<file path="src/sv/aesctr_pkg.sv">
// ----------------------------------------------------------------------------
// aesctr_pkg
// Shared types, constants and AES round functions for the CTR-mode cipher.
// ----------------------------------------------------------------------------
package aesctr_pkg;

    localparam int NUM_ROUNDS = 14;
    localparam int NUM_WORDS  = 60;
    localparam int NUM_KEYREG = 4;
    localparam logic [7:0] RCON_FIRST = 8'h01;
    localparam logic [7:0] GF_POLY    = 8'h1b;

    // Configuration register indexes
    localparam logic [7:0] REG_KEY_0_7   = 8'd0;
    localparam logic [7:0] REG_KEY_8_15  = 8'd1;
    localparam logic [7:0] REG_KEY_16_23 = 8'd2;
    localparam logic [7:0] REG_KEY_24_31 = 8'd3;

    // One round key per entry, byte 0 in the most significant bits
    typedef logic [NUM_ROUNDS:0][127:0] rk_set_t;

    // Item handed from the front to the back
    typedef struct packed {
        logic [127:0] ctr_block;
        logic [127:0] data;
        logic [15:0]  byte_mask;   // bit 15 is byte 0
        logic [4:0]   count;
    } item_t;

    localparam logic [7:0] SBOX [256] = '{
        8'h63,8'h7c,8'h77,8'h7b,8'hf2,8'h6b,8'h6f,8'hc5,8'h30,8'h01,8'h67,8'h2b,8'hfe,8'hd7,8'hab,8'h76,
        8'hca,8'h82,8'hc9,8'h7d,8'hfa,8'h59,8'h47,8'hf0,8'had,8'hd4,8'ha2,8'haf,8'h9c,8'ha4,8'h72,8'hc0,
        8'hb7,8'hfd,8'h93,8'h26,8'h36,8'h3f,8'hf7,8'hcc,8'h34,8'ha5,8'he5,8'hf1,8'h71,8'hd8,8'h31,8'h15,
        8'h04,8'hc7,8'h23,8'hc3,8'h18,8'h96,8'h05,8'h9a,8'h07,8'h12,8'h80,8'he2,8'heb,8'h27,8'hb2,8'h75,
        8'h09,8'h83,8'h2c,8'h1a,8'h1b,8'h6e,8'h5a,8'ha0,8'h52,8'h3b,8'hd6,8'hb3,8'h29,8'he3,8'h2f,8'h84,
        8'h53,8'hd1,8'h00,8'hed,8'h20,8'hfc,8'hb1,8'h5b,8'h6a,8'hcb,8'hbe,8'h39,8'h4a,8'h4c,8'h58,8'hcf,
        8'hd0,8'hef,8'haa,8'hfb,8'h43,8'h4d,8'h33,8'h85,8'h45,8'hf9,8'h02,8'h7f,8'h50,8'h3c,8'h9f,8'ha8,
        8'h51,8'ha3,8'h40,8'h8f,8'h92,8'h9d,8'h38,8'hf5,8'hbc,8'hb6,8'hda,8'h21,8'h10,8'hff,8'hf3,8'hd2,
        8'hcd,8'h0c,8'h13,8'hec,8'h5f,8'h97,8'h44,8'h17,8'hc4,8'ha7,8'h7e,8'h3d,8'h64,8'h5d,8'h19,8'h73,
        8'h60,8'h81,8'h4f,8'hdc,8'h22,8'h2a,8'h90,8'h88,8'h46,8'hee,8'hb8,8'h14,8'hde,8'h5e,8'h0b,8'hdb,
        8'he0,8'h32,8'h3a,8'h0a,8'h49,8'h06,8'h24,8'h5c,8'hc2,8'hd3,8'hac,8'h62,8'h91,8'h95,8'he4,8'h79,
        8'he7,8'hc8,8'h37,8'h6d,8'h8d,8'hd5,8'h4e,8'ha9,8'h6c,8'h56,8'hf4,8'hea,8'h65,8'h7a,8'hae,8'h08,
        8'hba,8'h78,8'h25,8'h2e,8'h1c,8'ha6,8'hb4,8'hc6,8'he8,8'hdd,8'h74,8'h1f,8'h4b,8'hbd,8'h8b,8'h8a,
        8'h70,8'h3e,8'hb5,8'h66,8'h48,8'h03,8'hf6,8'h0e,8'h61,8'h35,8'h57,8'hb9,8'h86,8'hc1,8'h1d,8'h9e,
        8'he1,8'hf8,8'h98,8'h11,8'h69,8'hd9,8'h8e,8'h94,8'h9b,8'h1e,8'h87,8'he9,8'hce,8'h55,8'h28,8'hdf,
        8'h8c,8'ha1,8'h89,8'h0d,8'hbf,8'he6,8'h42,8'h68,8'h41,8'h99,8'h2d,8'h0f,8'hb0,8'h54,8'hbb,8'h16
    };

    function automatic logic [7:0] gf_double(input logic [7:0] x);
        return {x[6:0], 1'b0} ^ (x[7] ? GF_POLY : 8'h00);
    endfunction

    function automatic logic [31:0] sub_word(input logic [31:0] w);
        return {SBOX[w[31:24]], SBOX[w[23:16]], SBOX[w[15:8]], SBOX[w[7:0]]};
    endfunction

    // SubBytes + ShiftRows, then MixColumns unless last, then AddRoundKey
    function automatic logic [127:0] aes_round(input logic [127:0] st,
                                               input logic [127:0] rk,
                                               input logic         last);
        logic [7:0]   s [16];
        logic [7:0]   t [16];
        logic [7:0]   a, b, d, e, all;
        logic [127:0] r;
        for (int j = 0; j < 16; j++)
            s[j] = st[127-8*j -: 8];
        for (int c = 0; c < 4; c++)
            for (int q = 0; q < 4; q++)
                t[4*c+q] = SBOX[s[4*((c+q)%4)+q]];
        if (!last)
        begin
            for (int c = 0; c < 4; c++)
            begin
                a = t[4*c]; b = t[4*c+1]; d = t[4*c+2]; e = t[4*c+3];
                all = a ^ b ^ d ^ e;
                t[4*c]   = a ^ all ^ gf_double(a ^ b);
                t[4*c+1] = b ^ all ^ gf_double(b ^ d);
                t[4*c+2] = d ^ all ^ gf_double(d ^ e);
                t[4*c+3] = e ^ all ^ gf_double(e ^ a);
            end
        end
        for (int j = 0; j < 16; j++)
            r[127-8*j -: 8] = t[j];
        return r ^ rk;
    endfunction

endpackage

</file>
<file path="src/sv/aesctr_front.sv">
// ----------------------------------------------------------------------------
// aesctr_front
// Accepts chunks, tracks index and counter, builds counter blocks and byte
// masks, and holds them in a two-entry queue for the cipher pipeline.
// ----------------------------------------------------------------------------
module aesctr_front
(
    input  logic                clk,
    input  logic                rst_n,
    input  logic                push,
    input  logic                hold,
    output logic                full,
    input  logic                first_chunk,
    input  logic [63:0]         block_index,
    input  logic [63:0]         chunk_high,
    input  logic [63:0]         chunk_low,
    input  logic [4:0]          byte_count,
    output logic                q_valid,
    output aesctr_pkg::item_t   q_item,
    input  logic                q_take
);

    logic [63:0]       index_reg, index_next;
    logic [63:0]       ctr_reg, ctr_next;
    logic [1:0]        qcnt_reg;
    logic              wr_ptr_reg, rd_ptr_reg;
    aesctr_pkg::item_t q_reg [2];
    aesctr_pkg::item_t new_item;
    logic [63:0]       ctr_use;
    logic              accept;

    assign full   = (qcnt_reg == 2'd2) | hold;
    assign accept = push & ~full;

    // Counter block and byte mask for the incoming chunk
    always_comb
    begin
        index_next = first_chunk ? block_index : index_reg;
        ctr_use    = first_chunk ? 64'd0 : ctr_reg;
        ctr_next   = ctr_use + 64'd1;
        for (int i = 0; i < 8; i++)
            new_item.ctr_block[127-8*i -: 8] = index_next[8*i +: 8];
        new_item.ctr_block[63:0] = ctr_use;
        new_item.data = {chunk_high, chunk_low};
        for (int i = 0; i < 16; i++)
            new_item.byte_mask[15-i] = 5'(i) < byte_count;
        new_item.count = byte_count;
    end

    // Message state and queue control
    always_ff @(posedge clk or negedge rst_n)
    begin
        if (!rst_n)
        begin
            index_reg  <= '0;
            ctr_reg    <= '0;
            qcnt_reg   <= '0;
            wr_ptr_reg <= 1'b0;
            rd_ptr_reg <= 1'b0;
        end
        else
        begin
            if (accept)
            begin
                index_reg  <= index_next;
                ctr_reg    <= ctr_next;
                wr_ptr_reg <= ~wr_ptr_reg;
            end
            if (q_take)
                rd_ptr_reg <= ~rd_ptr_reg;
            qcnt_reg <= qcnt_reg + {1'b0, accept} - {1'b0, q_take};
        end
    end

    always_ff @(posedge clk)
    begin
        if (accept)
            q_reg[wr_ptr_reg] <= new_item;
    end

    assign q_valid = qcnt_reg != 2'd0;
    assign q_item  = q_reg[rd_ptr_reg];

endmodule

</file>
<file path="config.mk">
export PLATFORM = sky130hd
export DESIGN_NAME = aesctr_front
export DESIGN_NICKNAME = d
export VERILOG_FILES = /design/src/sv/aesctr_pkg.sv /design/src/sv/aesctr_front.sv
export SDC_FILE = /design/constraint.sdc
export NUM_CORES = 1
export LEC_CHECK = 0
export BUFFER_PORTS_ARGS = -buffer_cell sky130_fd_sc_hd__buf_4
export CAP_MARGIN = 20
export CORE_MARGIN = 3
export CORE_UTILIZATION = 45
export CTS_BUF_LIST = sky130_fd_sc_hd__clkbuf_16
export DETAILED_ROUTE_END_ITERATION = 8
export GPL_ROUTABILITY_DRIVEN = 0
export PLACE_DENSITY_LB_ADDON = 0.1
export SYNTH_ARGS = -nofsm -noshare
export SYNTH_HDL_FRONTEND = slang
export SYNTH_SLANG_ARGS = --single-unit
</file>
<file path="constraint.sdc">
create_clock -name clk -period 29.6 [get_ports clk]
set_input_delay 2.96 -clock clk [delete_from_list [all_inputs] [get_ports clk]]
set_output_delay 2.96 -clock clk [all_outputs]
set_load 0.01 [all_outputs]
</file>
==> impl_metrics.toml <==
[worst_setup_path]
regToRegEndpoint = "q_reg[0][97]"
start_kind = "flip-flop"
path_cells = "buf_4 -> buf_4 -> mux2_2 -> buf_4"
crit_path_frequent_cell = "buf_4"
reg2reg_slack_ns = 25.26
max_stage_delay_ns = 1.00
worstRegToRegCells = 8
timing.rr.start = "qcnt_reg[1]"
critPathRequiredTime_ns = 26.64
worst-path-max-fanout = 68
critPathSlowestCell = "dfrtp_4"
crit_type = "reg -> out"
arrival_ns = 3.91
crit_path_end_kind = "primary output"

[synthesis]
synth_cell_types = 50
ys_ff_latch = 684
yosys_warnings = 0
synth_top_area_share_pct = 60.8
ys_top_cells_by_area = "edfxtp_1 61%, mux2_2 14%, dfrtp_1 12%, nand2_1 3.9%, xnor2_1 1.5%"
syn_inst = 1714
synth_edf_count = 552
synthArstFlopShare_pct = 19.3
syn-cell-area_sq_mm = 0.0273
syn_avg_cell_area_sq_um = 15.9
synth_top_area_cell = "edfxtp_1"
ys.flop_type = "edfxtp_1"
yosysSeqAreaShare_pct = 72.9
synth_nets = 1920

[grt]
grt_pass1_vias = 15900
grt_max_degree = 170
grt_pass1_wl_um = 98200
grt_antenna_before_repair = 6
grt_usage_pct = 20.3
overflow = 0

[floorplan]
die_y_um = 252
pin_count = 482
core_sq_mm = 0.0595
row_count = 89
die_w_um = 252
die_area_sq_mm = 0.0636
start_util_pct = 45.9

[route]
ant_nets = 0
routed-via-count = 15600
met2_length_um = 32500
drtIter0Drc = 953
wl_met3_um = 4990
routed_wl_um = 66200
viasPerCell = 5.13
firstDrtPassIters = 7
post_drt_wl_per_cell_um = 21.7
drc = 0
top_layer = "met4"
drt-met1-wl_um = 27400

[clock_network]
postCtsSetupBuffers = 0
cts_max_level = 3
clockBufferDepth = 3
cts_buffers = 73
cts_root_buffer = "clkbuf_16"
cts_resized = 0
insertion_delay_ns = 0.61
cts_hold_buf = 0
clk_pin_slew_worst_paths_ns = 0.06
clock_sinks = 684
cts_tree = "done"

[finish]
layout-drive-gt1-share_pct = 42.4
most-common-layout-cells = "552 x edfxtp_1, 492 x buf_4, 340 x mux2_2, 283 x nand2_1, 131 x dfrtp_1"
areaGrowthSynthToFinish_pct = 24.7
largest_reg_flops = 552
multi_input_comb_area_sq_mm = 0.00703
final_nets = 2415
final_common_cell = "edfxtp_1"
final.fill_count = 4742
seq_area_sq_mm = 0.0199

[sta]
tns_ns = 0
hold_viol = 0
worst_hold_slack_ns = 0.467
worst_pin_slew_ns = 1.19
min_period_ns = 6.87
finalClockSkew_ns = 0.0224
setup_ws_ns = 22.73
rsz0062_at_grt = "no"
finalMaxSlewViolations = 0
slew_headroom_pct = 20.5
setup_viol = 0
fmax_ghz = 0.146
min_period_over_period_pct = 23.2

[power]
vdd_drop_max_mv = 0.0642
power_leakage_nw = 12.9
power.density_mw_per_mm2 = 86.1

[outcome]
status = "finished, final reports clean"

[worst_hold_path]
hold_depth = 2
hold_class = "reg -> reg"
hold_start = "index_reg[51]"
min_to = "index_reg[51]"

[job]
cap_violations = 0

[placed_design]
dp_hpwl_um = 43500
dp_slack_ns = 22.28
port_buffers = 481
==> through the flow <==
stage	util, %	std cells	power, W	cell area, sq um
after floorplan	-	1714	0.00176	27300
after global placement	53.3	2905	0.00209	31700
after detailed placement	53.3	2905	0.00210	31700
after CTS	57.1	3040	0.00296	34000
after global routing	57.2	3047	0.00307	34000
final	57.2	3048	0.00293	34000
==> cells in the mapped netlist, types with 3 or more instances <==
library cell  number
nand3_1           18
nand4b_1           8
or3_1              6
xor2_1             9
nand4_1           14
nor2_1            29
nand3b_1           6
nand2_1          283
nor2b_1           56
edfxtp_1         552
xnor2_1           47
o21ai_0           10
o31ai_1            3
or2_2              3
inv_1             19
ha_1               3
a31oi_1            4
nand2b_1           8
buf_2             11
dfrtp_1          132
mux2_2           340
or4_1              5
nor3_1            22
clkbuf_1          62
nor4_1            20
a21oi_1           12
==> power breakdown <==
part / internal (W) / total [W] / leakage (nW) / switching [W]
sequential: 0.00122 / 0.00128 / 6.72 / 0.0000649
clock: 0.000489 / 0.000855 / 1.18 / 0.000367
combinational: 0.000392 / 0.000794 / 4.96 / 0.000402
==> kinds of logic after synthesis <==
family	synth area share [%]
DFF	72.9
adders and majority gates	0.138
and+or+nand+nor	8.90
xor gates and xnor gates	1.80
buffers and inverters	1.41
AOI/OAI and AO/OA	0.789
muxes	14.1
==> how the worst max path moves through the flow <==
stage | startpoint | endpoint | slack, ns | depth (start not counted)
2_1_floorplan | hold | q_reg[0][0] | 13.38 | 6
3_3_place_gp | hold | q_reg[0][25] | 22.31 | 8
3_5_place_dp | hold | q_reg[0][25] | 22.28 | 8
4_1_cts | rd_ptr_reg | q_item[94] | 22.57 | 4
5_1_grt | rd_ptr_reg | q_item[94] | 22.45 | 4
6_report | rd_ptr_reg | q_item[94] | 22.73 | 4
==> critical path, delay by kind of cell (launching register included) <==
| family | cells | cell delay (ns) |
|---|---|---|
| buf+inv | 3 | 1.80 |
| mux | 1 | 0.43 |
| flops | 1 | 1.00 |
==> layout make-up <==
class,instances,share of cell area (%)
timing repair buffer,497,11.1
clock buffer,75,5.52
tap,773,2.84
inverter,19,0.213
multi-input combinational,934,20.7
sequential,684,58.4
clock inverter,60,1.15
antenna,6,0.0441
==> per-layer routing <==
| metal | GRT usage [%] | vias up |
|---|---|---|
| met1 | 26.0 | 7807 |
| met5 | 0 | - |
| met3 | 6.52 | 77 |
| li1 | - | 7309 |
| met4 | 5.82 | 0 |
| met2 | 33.5 | 432 |
No activity file was read; power rests on OpenSTA's default activity.
